[src/hdl/ip6cs_pkg.sv]
`default_nettype none
// ---------------------------------------------------------------------------
// ip6cs_pkg
// Shared types, register indexes and ones-complement helpers for the IPv6
// pseudo-header checksum block.
// ---------------------------------------------------------------------------
package ip6cs_pkg;

   localparam int unsigned WORD_W = 16;
   localparam int unsigned CSR_W  = 64;
   localparam int unsigned ADDR_W = 3;

   localparam logic [7:0]        UDP_PROTOCOL = 8'd17;
   localparam logic [WORD_W-1:0] ALL_ONES     = 16'hFFFF;

   typedef enum logic [ADDR_W-1:0] {
      CSR_SRC_HI  = 3'd0,
      CSR_SRC_LO  = 3'd1,
      CSR_DST_HI  = 3'd2,
      CSR_DST_LO  = 3'd3,
      CSR_NXT_HDR = 3'd4,
      CSR_PAY_LEN = 3'd5
   } csr_index_type;

   typedef struct packed {
      logic              valid;
      logic [WORD_W-1:0] word;
      logic              last;
   } beat_type;

   // 16-bit add with end-around carry
   function automatic logic [WORD_W-1:0] oc_add(input logic [WORD_W-1:0] a,
                                                input logic [WORD_W-1:0] b);
      logic [WORD_W:0] s;
      s = {1'b0, a} + {1'b0, b};
      return s[WORD_W-1:0] + {{(WORD_W-1){1'b0}}, s[WORD_W]};
   endfunction

   function automatic logic [WORD_W-1:0] fold64(input logic [63:0] v);
      return oc_add(oc_add(v[63:48], v[47:32]), oc_add(v[31:16], v[15:0]));
   endfunction

endpackage : ip6cs_pkg
`default_nettype wire

[src/hdl/ip6cs_csr.sv]
`default_nettype none
// ---------------------------------------------------------------------------
// ip6cs_csr
// Configuration registers. Address and length writes fold to 16-bit partial
// sums; the pseudo-header sum is rebuilt from the partials every cycle.
// ---------------------------------------------------------------------------
module ip6cs_csr (
   input  wire logic                         clock,
   input  wire logic                         reset,
   input  wire logic                         csr_wr_en,
   input  wire logic [ip6cs_pkg::ADDR_W-1:0] csr_index,
   input  wire logic [ip6cs_pkg::CSR_W-1:0]  csr_wdata,
   output logic      [ip6cs_pkg::WORD_W-1:0] ph_sum,
   output logic      [7:0]                   next_header
);

   logic [ip6cs_pkg::WORD_W-1:0] part_ff [5];
   logic [7:0]                   nh_ff;
   logic [ip6cs_pkg::WORD_W-1:0] ph_sum_ff;
   logic [ip6cs_pkg::WORD_W-1:0] ph_sum_in;
   logic [ip6cs_pkg::WORD_W-1:0] wfold;
   logic [ip6cs_pkg::WORD_W-1:0] lfold;

   assign wfold = ip6cs_pkg::fold64(csr_wdata);
   assign lfold = ip6cs_pkg::oc_add(csr_wdata[31:16], csr_wdata[15:0]);

   always_ff @(posedge clock) begin
      if (reset) begin
         for (int i = 0; i < 5; i++) part_ff[i] <= '0;
         nh_ff <= ip6cs_pkg::UDP_PROTOCOL;
      end else if (csr_wr_en) begin
         case (ip6cs_pkg::csr_index_type'(csr_index))
            ip6cs_pkg::CSR_SRC_HI:  part_ff[0] <= wfold;
            ip6cs_pkg::CSR_SRC_LO:  part_ff[1] <= wfold;
            ip6cs_pkg::CSR_DST_HI:  part_ff[2] <= wfold;
            ip6cs_pkg::CSR_DST_LO:  part_ff[3] <= wfold;
            ip6cs_pkg::CSR_NXT_HDR: nh_ff      <= csr_wdata[7:0];
            ip6cs_pkg::CSR_PAY_LEN: part_ff[4] <= lfold;
            default: ;
         endcase
      end
   end

   assign ph_sum_in = ip6cs_pkg::oc_add(
      ip6cs_pkg::oc_add(ip6cs_pkg::oc_add(part_ff[0], part_ff[1]),
                        ip6cs_pkg::oc_add(part_ff[2], part_ff[3])),
      ip6cs_pkg::oc_add(part_ff[4], {8'h00, nh_ff}));

   always_ff @(posedge clock) begin
      if (reset) begin
         ph_sum_ff <= {8'h00, ip6cs_pkg::UDP_PROTOCOL};
      end else begin
         ph_sum_ff <= ph_sum_in;
      end
   end

   assign ph_sum      = ph_sum_ff;
   assign next_header = nh_ff;

endmodule : ip6cs_csr
`default_nettype wire

[src/hdl/ip6cs_ingress.sv]
`default_nettype none
// ---------------------------------------------------------------------------
// ip6cs_ingress
// Input register. Masks the pad byte of an odd final beat.
// ---------------------------------------------------------------------------
module ip6cs_ingress (
   input  wire logic                         clock,
   input  wire logic                         reset,
   input  wire logic                         req_tvalid,
   output logic                              req_tready,
   input  wire logic [ip6cs_pkg::WORD_W-1:0] req_tdata,
   input  wire logic                         req_tlast,
   input  wire logic                         req_tuser,
   input  wire logic                         take,
   output ip6cs_pkg::beat_type               beat
);

   ip6cs_pkg::beat_type beat_ff;
   ip6cs_pkg::beat_type beat_in;
   logic                accept;

   assign req_tready = !beat_ff.valid || take;
   assign accept     = req_tvalid && req_tready;

   always_comb begin
      beat_in = beat_ff;
      if (accept) begin
         beat_in.valid = 1'b1;
         beat_in.last  = req_tlast;
         beat_in.word  = req_tdata;
         if (req_tlast && req_tuser) beat_in.word[7:0] = 8'h00;
      end else if (take) begin
         beat_in.valid = 1'b0;
      end
   end

   always_ff @(posedge clock) begin
      if (reset) begin
         beat_ff.valid <= 1'b0;
      end else begin
         beat_ff.valid <= beat_in.valid;
      end
      beat_ff.word <= beat_in.word;
      beat_ff.last <= beat_in.last;
   end

   assign beat = beat_ff;

endmodule : ip6cs_ingress
`default_nettype wire

[src/hdl/ip6cs_sum.sv]
`default_nettype none
// ---------------------------------------------------------------------------
// ip6cs_sum
// Running ones-complement sum and result register.
// ---------------------------------------------------------------------------
module ip6cs_sum (
   input  wire logic                         clock,
   input  wire logic                         reset,
   input  wire ip6cs_pkg::beat_type          beat,
   input  wire logic [ip6cs_pkg::WORD_W-1:0] ph_sum,
   input  wire logic [7:0]                   next_header,
   output logic                              take,
   output logic                              rsp_tvalid,
   input  wire logic                         rsp_tready,
   output logic      [ip6cs_pkg::WORD_W-1:0] rsp_tdata
);

   logic [ip6cs_pkg::WORD_W-1:0] run_ff;
   logic [ip6cs_pkg::WORD_W-1:0] run_in;
   logic                         rsp_valid_ff;
   logic                         rsp_valid_in;
   logic [ip6cs_pkg::WORD_W-1:0] rsp_data_ff;
   logic [ip6cs_pkg::WORD_W-1:0] rsp_data_in;
   logic [ip6cs_pkg::WORD_W-1:0] acc;
   logic [ip6cs_pkg::WORD_W-1:0] csum;

   assign take = beat.valid && (!beat.last || !rsp_valid_ff || rsp_tready);
   assign acc  = ip6cs_pkg::oc_add(run_ff, beat.word);
   assign csum = ~ip6cs_pkg::oc_add(acc, ph_sum);

   always_comb begin
      run_in       = run_ff;
      rsp_valid_in = rsp_valid_ff && !rsp_tready;
      rsp_data_in  = rsp_data_ff;
      if (take) begin
         if (beat.last) begin
            run_in       = '0;
            rsp_valid_in = 1'b1;
            rsp_data_in  = csum;
            if (next_header == ip6cs_pkg::UDP_PROTOCOL && csum == '0)
               rsp_data_in = ip6cs_pkg::ALL_ONES;
         end else begin
            run_in = acc;
         end
      end
   end

   always_ff @(posedge clock) begin
      if (reset) begin
         run_ff       <= '0;
         rsp_valid_ff <= 1'b0;
      end else begin
         run_ff       <= run_in;
         rsp_valid_ff <= rsp_valid_in;
      end
      rsp_data_ff <= rsp_data_in;
   end

   assign rsp_tvalid = rsp_valid_ff;
   assign rsp_tdata  = rsp_data_ff;

endmodule : ip6cs_sum
`default_nettype wire

[src/hdl/ipv6_pseudo_header_checksum_top.sv]
`default_nettype none
// ---------------------------------------------------------------------------
// ipv6_pseudo_header_checksum_top
// Internet checksum of a payload plus the IPv6 pseudo-header.
// ---------------------------------------------------------------------------
// Takes one 16-bit payload beat per clock unless a final beat is held behind
// a waiting checksum. Each beat passes an input register and then the
// running-sum adder; a final beat's checksum lands in the result register.
// The input register also serves as the skid stage: new beats keep flowing
// while a checksum waits on rsp_tready, and only a second final beat stalls
// behind it. The pseudo-header sum is folded from the csr registers and
// applies to items accepted from the cycle after the write.
module ipv6_pseudo_header_checksum_top (
   input  wire logic        clock,
   input  wire logic        reset,
   input  wire logic        req_tvalid,
   output logic             req_tready,
   input  wire logic [15:0] req_tdata,   // [15:0] payload_word
   input  wire logic        req_tlast,   // final_word
   input  wire logic        req_tuser,   // [0] single_byte
   output logic             rsp_tvalid,
   input  wire logic        rsp_tready,
   output logic      [15:0] rsp_tdata,   // [15:0] checksum
   input  wire logic        csr_wr_en,
   input  wire logic [2:0]  csr_index,
   input  wire logic [63:0] csr_wdata
);

   ip6cs_pkg::beat_type          beat;
   logic                         take;
   logic [ip6cs_pkg::WORD_W-1:0] ph_sum;
   logic [7:0]                   next_header;

   ip6cs_csr u_csr (
      .clock       (clock),
      .reset       (reset),
      .csr_wr_en   (csr_wr_en),
      .csr_index   (csr_index),
      .csr_wdata   (csr_wdata),
      .ph_sum      (ph_sum),
      .next_header (next_header)
   );

   ip6cs_ingress u_ingress (
      .clock      (clock),
      .reset      (reset),
      .req_tvalid (req_tvalid),
      .req_tready (req_tready),
      .req_tdata  (req_tdata),
      .req_tlast  (req_tlast),
      .req_tuser  (req_tuser),
      .take       (take),
      .beat       (beat)
   );

   ip6cs_sum u_sum (
      .clock       (clock),
      .reset       (reset),
      .beat        (beat),
      .ph_sum      (ph_sum),
      .next_header (next_header),
      .take        (take),
      .rsp_tvalid  (rsp_tvalid),
      .rsp_tready  (rsp_tready),
      .rsp_tdata   (rsp_tdata)
   );

   // final beat moved into the sum stage yields a checksum next cycle
   a_final_gives_rsp: assert property (@(posedge clock) disable iff (reset)
      (beat.valid && beat.last && take) |=> rsp_tvalid)
      else $error("final beat produced no checksum");

   // a held beat stays put in the input register
   a_beat_held: assert property (@(posedge clock) disable iff (reset)
      (beat.valid && !take) |=> (beat.valid && $stable(beat.word) && $stable(beat.last)))
      else $error("stalled beat changed");

   // UDP never reports a zero checksum
   a_udp_nonzero: assert property (@(posedge clock) disable iff (reset)
      (rsp_tvalid && $past(next_header) == ip6cs_pkg::UDP_PROTOCOL &&
       next_header == ip6cs_pkg::UDP_PROTOCOL && $rose(rsp_tvalid)) |-> (rsp_tdata != '0))
      else $error("zero checksum under UDP");

   // a waiting checksum blocks a second final beat
   a_no_overrun: assert property (@(posedge clock) disable iff (reset)
      (rsp_tvalid && !rsp_tready && beat.valid && beat.last) |-> !take)
      else $error("checksum overwritten");

endmodule : ipv6_pseudo_header_checksum_top
`default_nettype wire

[config.mk]
export PLATFORM = sky130hd
export DESIGN_NAME = ipv6_pseudo_header_checksum_top
export DESIGN_NICKNAME = d
export VERILOG_FILES = /design/src/hdl/ip6cs_pkg.sv /design/src/hdl/ip6cs_csr.sv /design/src/hdl/ip6cs_ingress.sv /design/src/hdl/ip6cs_sum.sv /design/src/hdl/ipv6_pseudo_header_checksum_top.sv
export SDC_FILE = /design/constraint.sdc
export NUM_CORES = 1
export LEC_CHECK = 0
export ABC_CLOCK_PERIOD_IN_PS = 7450
export CAP_MARGIN = 20
export CORE_MARGIN = 10
export CORE_UTILIZATION = 25
export CTS_BUF_LIST = sky130_fd_sc_hd__clkbuf_8
export CTS_CLUSTER_SIZE = 40
export DETAILED_ROUTE_END_ITERATION = 6
export DONT_BUFFER_PORTS = 1
export SLEW_MARGIN = 40
export SYNTH_ARGS = -nofsm -noshare
export SYNTH_HDL_FRONTEND = slang
export SYNTH_SLANG_ARGS = --single-unit
export TNS_END_PERCENT = 50
[constraint.sdc]
create_clock -name clock -period 7.45 [get_ports clock]
set_input_delay 0.745 -clock clock [delete_from_list [all_inputs] [get_ports clock]]
set_output_delay 0.745 -clock clock [all_outputs]
set_load 0.01 [all_outputs]
; ---- Word-level counts from Yosys, hierarchy flattened
; Memory sizes are Yosys's and may differ from the RTL's.
; Index checks and enable logic that the tools add are counted.
[op_classes]
n_addsub = 20
eq_ne = 6
muxes = 32
bitwise = 6
n_reduce_logical = 17
[ops]
columns = cell, count
row1 = adder 16 x 1 -> 16 bit, 10
row2 = adder 16 x 16 -> 17 bit, 9
row3 = 2-to-1 mux 16 bit, 6
row4 = 2-to-1 mux 1 bit, 26
row5 = adder 16 x 8 -> 17 bit, 1
row6 = zero test 16 bit, 1
row7 = inverter 16 bit, 1
row8 = "equality test 8 x 5 -> 1 bit, second input constant", 1
row9 = "equality test 3 x 2 -> 1 bit, second input constant", 2
row10 = "equality test 3 bit, second input constant", 2
row11 = logical AND 1 bit, 5
row12 = OR 1 bit, 5
row13 = zero test 1 bit, 4
row14 = AND reduction 2 bit, 2
row15 = "equality test 3 x 1 -> 1 bit, second input constant", 1
row16 = zero test 3 bit, 1
row17 = logical OR 1 bit, 3
row18 = nonzero test 2 bit, 1
[totals]
regBits = 75
ram_bits = 80
in_bits = 90
output_inout_bits = 18
word_cells = 91
memories = 1
[mem_list]
columns = name, depth, word_bits, read_ports, rd_clocked_by_memory_dff, wr, line
row1 = u_csr.part_ff, 5, 16, 5, 0, 5, ip6cs_csr.sv:17  ; logic [ip6cs_pkg::WORD_W-1:0] part_ff [5];

; ---- Logic depth before layout (Yosys ltp)
; Gate-level depths: netlist (run 1).
[depth]
depth_word = 7
mapped_depth = 48
mapped_depth_nobuf = 47

; ---- Hierarchy
; A second synthesis (run 1) with hierarchy kept.
[unflattened]
hier_cells = 1708
hier_area_um2 = 15290.9
[modules_own_cells]
columns = module, n_inst, cells_each, area_per_inst_um2, seq_area_each_um2
row1 = ip6cs_csr, 1, 1285, 11305.8, 2882.8
row2 = ip6cs_sum, 1, 392, 3363.2, 820.8
row3 = ip6cs_ingress, 1, 31, 621.8, 530.5

; ---- Worst setup path before layout (run 1)
; No wires, ideal clock.
[synth_timing]
kind = register to register
start = memory u_csr.part_ff[0][4] (netlist bit)
end = register u_csr.ph_sum_ff (netlist bit u_csr.ph_sum[15])
arrival_time_ps = 7870
path_slack_ps = -490
stages_incl_launch_ff = 44
period_less_slack_ps = 7940
cell_sequence = edfxtp_1 > ha_1 > clkbuf_1 > and3_1 > o211ai_1 > a31oi_1 > a41oi_1 > a21oi_1 > a21o_1 > a21o_1 > ha_1 > ha_1 > and3_1 > and3_1 > and3_1 > xor2_1 > ha_1 > a21o_1 > [8 not listed] > ha_1 > inv_1 > fa_1 > nor2b_1 > o21a_1 > o21ai_1 > a211oi_1 > nor3_1 > nand2b_1 > a21oi_1 > o21ai_0 > nand2b_1 > ha_1 > and3_1 > and2_1 > nand4_1 > or3_1 > a21oi_1
[synth_rtl]
columns = item, line
row1 = "start, declared", ip6cs_csr.sv:17
row2 = "end signal, assigned", ip6cs_csr.sv:51  ; ph_sum_ff <= {8'h00, ip6cs_pkg::UDP_PROTOCOL};
row3 = "end signal, assigned", ip6cs_csr.sv:53  ; ph_sum_ff <= ph_sum_in;
row4 = "end, declared", ip6cs_csr.sv:19  ; logic [ip6cs_pkg::WORD_W-1:0] ph_sum_ff;

==> results.md, run 1 <==
* Routed Antenna Nets at 0
* Dominant cells by area after synthesis: edfxtp_1 22%, ha_1 14%, xnor2_1 7.3%
* Top FF cell, synth: edfxtp_1
* Critical path fanouts, max at 4
* Sink Count at 155
* Largest net degree at the start of global routing at 40
* Overflow after GRT at 0
* First-pass GRT wire length at 67900 um
* Layout cells sized above 1 at between 20% and 30%
* DRT Pass-1 Iters at 5
* Clock Skews at 0.01223 ns
* Most used cell, CP: a21o_1
* Post-synth ARST share at 0%
* Area of the die at roughly 71000 sq um
* Top achievable clock speed at 0.1264 GHz
* Most frequent cell after synthesis: ha_1
* Initial antenna violation count at 1
* Wire per inst at ~15 um
* Final core occ at between 30% and 40%
* Placed cell area at 17700 sq um
* Violated checks: setup timing
* # setup viols final at 15
* Final worst-path cycle share at 106.2%
* Core footprint at 60250 sq um
* Most frequent cells after synthesis: 172 x ha_1, 134 x nor2_1, 126 x xnor2_1, 113 x edfxtp_1, 108 x nand2_1
* Reg-to-Reg Start: u_csr.part_ff[0][32]$_DFFE_PP_
* Hold path endpoint: u_ingress.beat[17]$_SDFFE_PP0P_
* Slew Limit Fails at 0
* Vias in the first global route at roughly 13000
* Die Wd at 266.5 um
* CTS tree: built
* Drt total wl at 42320 um
* Sequential share of the synthesized area at between 20% and 30%
* Worst r2r dst: u_csr.ph_sum[13]$_SDFF_PP0_
* Global-route usage over all layers at roughly an eighth
* Worst Path Arrival at 8.32 ns
* Crit end category: flip-flop
* P&R area growth vs syn at 25.78%
* IO buf count at 0
* Slowest CP cell: fa_2
* CTS root buf: clkbuf_8
* Max_cap viols at 0
* Setup TNS at -4.620 ns
* Final Hold Vio Count at 0
* Drc violations at 0
* Total CTS buffers at 17
* Critical path type: flip-flop to flip-flop
* R2R cell count at 46
* Min-delay worst type: primary input to flip-flop
* Clock buffer depth at 2
* Mapped Area at 15190 sq um
* Routed vias at 13524
* Cell count after synthesis at between 1500 and 2000
* Syn_nets at 1961
* Initial DRC count at 972
* Max-slew headroom at 42.80%
* CTS clk-pin slew, worst paths at 0.09 ns
* Worst Max-Slew Pin Slew at ~0.85 ns
* Final HPWL DP at between 30000 and 40000 um
* Number of synthesized flops with an enable pin at 113
* CP peak stage delay at 0.38 ns
* Starting density of the core at 25.21%
* Die Y at between 200 and 300 um
* Synth unique cells at ~100
* H-tree levels at 4
* Family with the most delay on the worst path: compound AO/OA/AOI/OAI gates
* RePlAce Congestion at ~0.9
* Final Net Count at roughly 2200
* Vias per std cell at around 5
* Clock latency on the worst-skew pair at 0.51 ns
* Std cell rows at 90
* WP buf/inv at 3
* Worst Setup Slack, final at -0.4611 ns
* Synth area leader: edfxtp_1
* RSZ-0062 raised after global routing: true
* Run status: finished with violations
* IO Count at ~110
* Top cell type's share of synthesized area at approximately 22%
* Design Area, Final at 19100 sq um
* Average size of a mapped cell at around 9 sq um
* Hold_sp: reset
* CP Data Required Time at a little under 8 ns
* Post-synthesis register bit count at 155
* R2R Setup Slk at -0.46 ns
* Fin crit period at 7.911 ns
* Hold Crit Depth at 1
* Crit start category: flip-flop
* Synth Warn # at 0
[worst reg2reg max path: cells and delay by family, from the launching register on]
| kind | cells | cell delay (ns) |
|---|---|---|
| simple gates | 14 | 1.71 |
| flops | 1 | 0.34 |
| compound gates | 17 | 3.04 |
| xor+xnor | 3 | 0.33 |
| fa+ha+maj | 9 | 2.05 |
| buf+inv | 3 | 0.31 |
[metal layers]
metal	part of all wire (%)	GRT usage (%)	routed length (um)	up-vias
li1	-	-	-	6771
met1	45	14.11	18850	6458
met2	50	20.76	21060	249
met3	4.0	2.052	1677	46
met4	1.7	3.660	737	0
met5	0	0	0	-
[placed cells by master (no fill, tap or decap), types with 33 or more instances in the layout]
cell type,n
a21oi_1,97
dfxtp_1,42
o21ai_0,51
nor2b_1,33
ha_1,155
nand3_1,49
nand2_1,106
xor2_1,92
edfxtp_1,113
inv_1,73
nor3_1,40
xnor2_1,118
nor2_1,129
buf_4,249
a21o_1,49
[state kept, by name, indices dropped and copies added, names as in the netlist]
name,flops
u_csr.part_ff,80
u_ingress.beat,18
u_csr.ph_sum,16
u_sum.rsp_tdata,16
u_sum.run_ff,16
u_csr.next_header,8
u_sum.rsp_tvalid,1
[layout make-up]
class	instances	area [sq um]
fillers	6191	41140
multi-input cells	1433	11180
flip-flops and latches	155	4234
repair buffers	257	1982
well taps	782	978.4
inverters	74	277.8
clock buffers	17	234.0
clock inverters	15	212.7
diodes	1	2.502
[how the worst max path moves through the flow]
stage                                         from  depth (start not counted)                     endpoint  slack (ns)
finish              u_csr.part_ff[0][32]$_DFFE_PP_                         46  u_csr.ph_sum[13]$_SDFF_PP0_       -0.46
global route        u_csr.part_ff[0][32]$_DFFE_PP_                         47  u_csr.ph_sum[13]$_SDFF_PP0_       -0.87
CTS                 u_csr.part_ff[0][32]$_DFFE_PP_                         44  u_csr.ph_sum[15]$_SDFF_PP0_       -0.36
detailed placement  u_csr.part_ff[0][32]$_DFFE_PP_                         43  u_csr.ph_sum[15]$_SDFF_PP0_       -0.61
global placement    u_csr.part_ff[0][32]$_DFFE_PP_                         43  u_csr.ph_sum[15]$_SDFF_PP0_       -0.43
floorplan           u_csr.part_ff[0][16]$_DFFE_PP_                         44  u_csr.ph_sum[15]$_SDFF_PP0_       -0.15
[per-stage QoR]
step,cells,setup slack [ns],hold WS (ns)
after floorplan,1689,-0.1462,0.4356
after global placement,2647,-0.4313,0.4427
after detailed placement,2647,-0.6141,0.4568
after CTS,2716,-0.3575,0.2628
after global routing,2734,-0.8652,0.2603
final,2734,-0.4611,0.2920
[timing repair]
| item | CTS | global route |
|---|---|---|
| cloned | 0 | 1 |
| setup buffers | 37 | 17 |
| setup endpoints to repair | 32 | 32 |
| hold buffers | 0 | 0 |
| hold endpoints to repair | 0 | 0 |
| pin swaps | 39 | 49 |
| gates resized for setup | 41 | 68 |
[logic make-up after synthesis]
family                   after synthesis  share of synthesized area [%]
adder cells (fa/ha/maj)              182                          15.49
AND/OR/NAND/NOR                      589                          20.51
buffers and inverters                101                          2.735
XOR/XNOR                             226                          13.45
flip-flops                           155                          27.88
AO/OA/AOI/OAI                        433                          19.73
multiplexers                           3                         0.2059
Power of run 1 is not shown: default switching activity piles up to over one toggle a cycle in this logic, so the estimate is an artifact.
==> inputs of run 2 (changes only) <==
--- a/config.mk
+++ b/config.mk
@@ -6,13 +6,13 @@
 export NUM_CORES = 1
 export LEC_CHECK = 0
 export ABC_CLOCK_PERIOD_IN_PS = 7450
+export BUFFER_PORTS_ARGS = -buffer_cell sky130_fd_sc_hd__buf_2
 export CAP_MARGIN = 20
 export CORE_MARGIN = 10
 export CORE_UTILIZATION = 25
 export CTS_BUF_LIST = sky130_fd_sc_hd__clkbuf_8
 export CTS_CLUSTER_SIZE = 40
 export DETAILED_ROUTE_END_ITERATION = 6
-export DONT_BUFFER_PORTS = 1
 export SLEW_MARGIN = 40
 export SYNTH_ARGS = -nofsm -noshare
 export SYNTH_HDL_FRONTEND = slang
==> run 2 against run 1 <==
Compared with the run above:
- the run still ends with setup timing left
- final cell count rose by 3.0%
- clock skew rose by 0.00070 ns
- first-iteration DRC count fell by 12%
- register-to-register slack improved by 0.14 ns
- worst hold slack improved by 0.11 ns
- cell area rose by 0.55%
- core utilization rose by 0.17 points
- sequential share of layout area fell by 0.12 points
- via count rose by 1.7%
- critical path depth fell by 3
- routed wire length fell by 1.8%
- critical endpoint is now u_csr.ph_sum[14]$_SDFF_PP0_
- largest cell class unchanged
- highest routed layer unchanged
==> results.md, run 2 (same netlist as run 1, synthesis figures left out) <==
* Met1 Use GR at 13.96% (-0.16 points)
* Starting density of the core at 25.21% (unchanged)
* RSZ-0062 raised after global routing: true
* Reg area at 4234 sq um (unchanged)
* Worst Max-Slew Pin Slew at 0.8334 ns (-0.01564 ns)
* Highest-count cells in the layout ignoring fill and taps: 229 x buf_4, 157 x ha_1, 130 x nor2_1, 124 x xnor2_1, 113 x edfxtp_1
* Post-Place Setup Slack at -0.5043 ns (+0.1098 ns)
* Commonest non-fill, non-tap cell in the layout: buf_4
* First-pass GRT wire length at 67130 um (-1.1%)
* Family with the most delay on the worst path: compound AO/OA/AOI/OAI gates
* R2R Setup Slk at -0.32 ns (+0.14 ns)
* Max reg flops at 80 (unchanged)
* CP Data Required Time at 7.90 ns (+0.05 ns)
* CTS root buf: clkbuf_8
* Die Y at 266.5 um (unchanged)
* CP Depth at 43 (-6.5%)
* Core footprint at 60250 sq um (unchanged)
* Vias in the first global route at 13670 (+1.5%)
* P&R area growth vs syn at 26.47%
* Layout cells sized above 1 at 24.79% (+2.0 points)
* Final Hold Vio Count at 0 (unchanged)
* Most used cell, CP: a21o_1
* Drt total wl at 41570 um (-1.8%)
* R2R cell count at 43 (-6.5%)
* Hold Slack at 0.4068 ns (+0.1148 ns)
* Critical path fanouts, max at 6 (+2)
* Routed vias at 13754 (+1.7%)
* Initial DRC count at 860 (-12%)
* Worst r2r dst: u_csr.ph_sum[14]$_SDFF_PP0_
* Largest net degree at the start of global routing at 40 (unchanged)
* Largest reg by FF count: u_csr.part_ff
* Reg-to-Reg Start: u_csr.part_ff[0][16]$_DFFE_PP_
* Routed Antenna Nets at 0 (unchanged)
* Final core occ at 31.88% (+0.17 points)
* Run status: finished with violations
* Wire per inst at 14.76 um (-4.7%)
* Drc violations at 0 (unchanged)
* Worst Path Arrival at 8.23 ns (-0.09 ns)
* CP peak stage delay at 0.49 ns (+0.11 ns)
* Met2 usage at 20.53% (-0.23 points)
* Sink Count at 155 (unchanged)
* Hold-fix buffers, CTS at 0 (unchanged)
* CTS tree: built
* Post-route insts no fill at 2817 (+3.0%)
* Vias per std cell at 4.882 (-1.3%)
* Hold_sp: req_tdata[12]
* Multi-input combinational cell area at 11000 sq um (-1.6%)
* Final worst-path cycle share at 104.3% (-1.8 points)
* Total CTS buffers at 17 (unchanged)
* Area of the die at 71010 sq um (unchanged)
* Critical path type: flip-flop to flip-flop
* H-tree levels at 4 (unchanged)
* CTS clk-pin slew, worst paths at 0.09 ns (about the same)
* RePlAce Congestion at 0.8866 (+1.4%)
* Crit path to: u_csr.ph_sum[14]$_SDFF_PP0_
* Filler instances at 6194 (+0.048%)
* WP buf/inv at 2 (-1)
* Initial antenna violation count at 1 (unchanged)
* IO buf count at 107 (+107)
* Min-delay worst type: primary input to flip-flop
* Placed instance count at 2760 (+4.3%)
* Slowest CP cell: or4_1
* Top achievable clock speed at 0.1286 GHz (+1.8%)
* Final Net Count at 2292 (+3.7%)
* Crit end category: flip-flop
* # setup viols final at 14 (-1)
* Clock buffer depth at 2 (unchanged)
* CP Launch Point: u_csr.part_ff[0][16]$_DFFE_PP_
* Max_cap viols at 0 (unchanged)
* Global-route usage over all layers at 11.48% (-0.23 points)
* DRT Pass-1 Iters at 5 (unchanged)
* Die Wd at 266.5 um (unchanged)
* Fin crit period at 7.774 ns (-0.1370 ns)
* IO Count at 108 (unchanged)
* Met3 capacity usage during global routing at 1.565% (-0.49 points)
* Std cell rows at 90 (unchanged)
* Crit start category: flip-flop
* Final HPWL DP at 34420 um (+0.44%)
* Worst Setup Slack, final at -0.3240 ns (+0.1370 ns)
* Violated checks: setup timing
* Clock latency on the worst-skew pair at 0.50 ns (about the same)
* Max-slew headroom at 44.24% (+1.4 points)
* Slew Limit Fails at 0 (unchanged)
* GR peak layer: met2
* Clock Skews at 0.01293 ns (+0.0007007 ns)
* Overflow after GRT at 0 (unchanged)
[run 2: worst min path at each step]
stage,cells past startpoint,end,slack (ns)
after floorplan,2,u_sum.run_ff[0]$_SDFFE_PP0P_,0.44
after global placement,2,u_sum.run_ff[0]$_SDFFE_PP0P_,0.45
after detailed placement,2,u_sum.run_ff[0]$_SDFFE_PP0P_,0.45
after CTS,1,u_ingress.beat[16]$_DFFE_PP_,0.37
after global routing,1,u_ingress.beat[9]$_DFFE_PP_,0.39
final,1,u_ingress.beat[13]$_DFFE_PP_,0.41
[run 2: cell type report]
type	instances	share of cell area (%)
diodes	2	0.02606
clock buffers	17	1.218
clock inverters	15	0.8533
inverters	74	1.446
multi-input cells	1433	57.29
flip-flops and latches	155	22.04
well taps	782	5.094
repair buffers	339	12.03
[run 2: routing by layer]
layer / routed length (um) / up-vias
met3: 1275 / 29
met1: 19080 / 6521
met5: 0 / -
met2: 20490 / 243
li1: - / 6961
met4: 725 / 0
[run 2: what timing repair did]
action	CTS	global route
setup endpoints to repair	32	32
cloned	0	1
buffers inserted	14	8
gates resized for setup	27	44
pin swaps	48	52
[run 2: worst reg2reg max path, delay by kind of cell, from the launching register on]
| kind | cells | cell delay [ns] |
|---|---|---|
| flops | 1 | 0.34 |
| simple gates | 14 | 2.23 |
| buf+inv | 2 | 0.15 |
| xor+xnor | 2 | 0.31 |
| compound gates | 16 | 2.69 |
| fa+ha+maj | 9 | 2.04 |
[run 2: stage by stage]
step	cell area (sq um)	setup TNS, ns
after floorplan	15310	-0.3900
after global placement	18270	-4.658
after detailed placement	18280	-5.932
after CTS	18940	-3.669
after global routing	19210	-10.24
final	19210	-3.175
Power of run 2 is left out for the same reason.
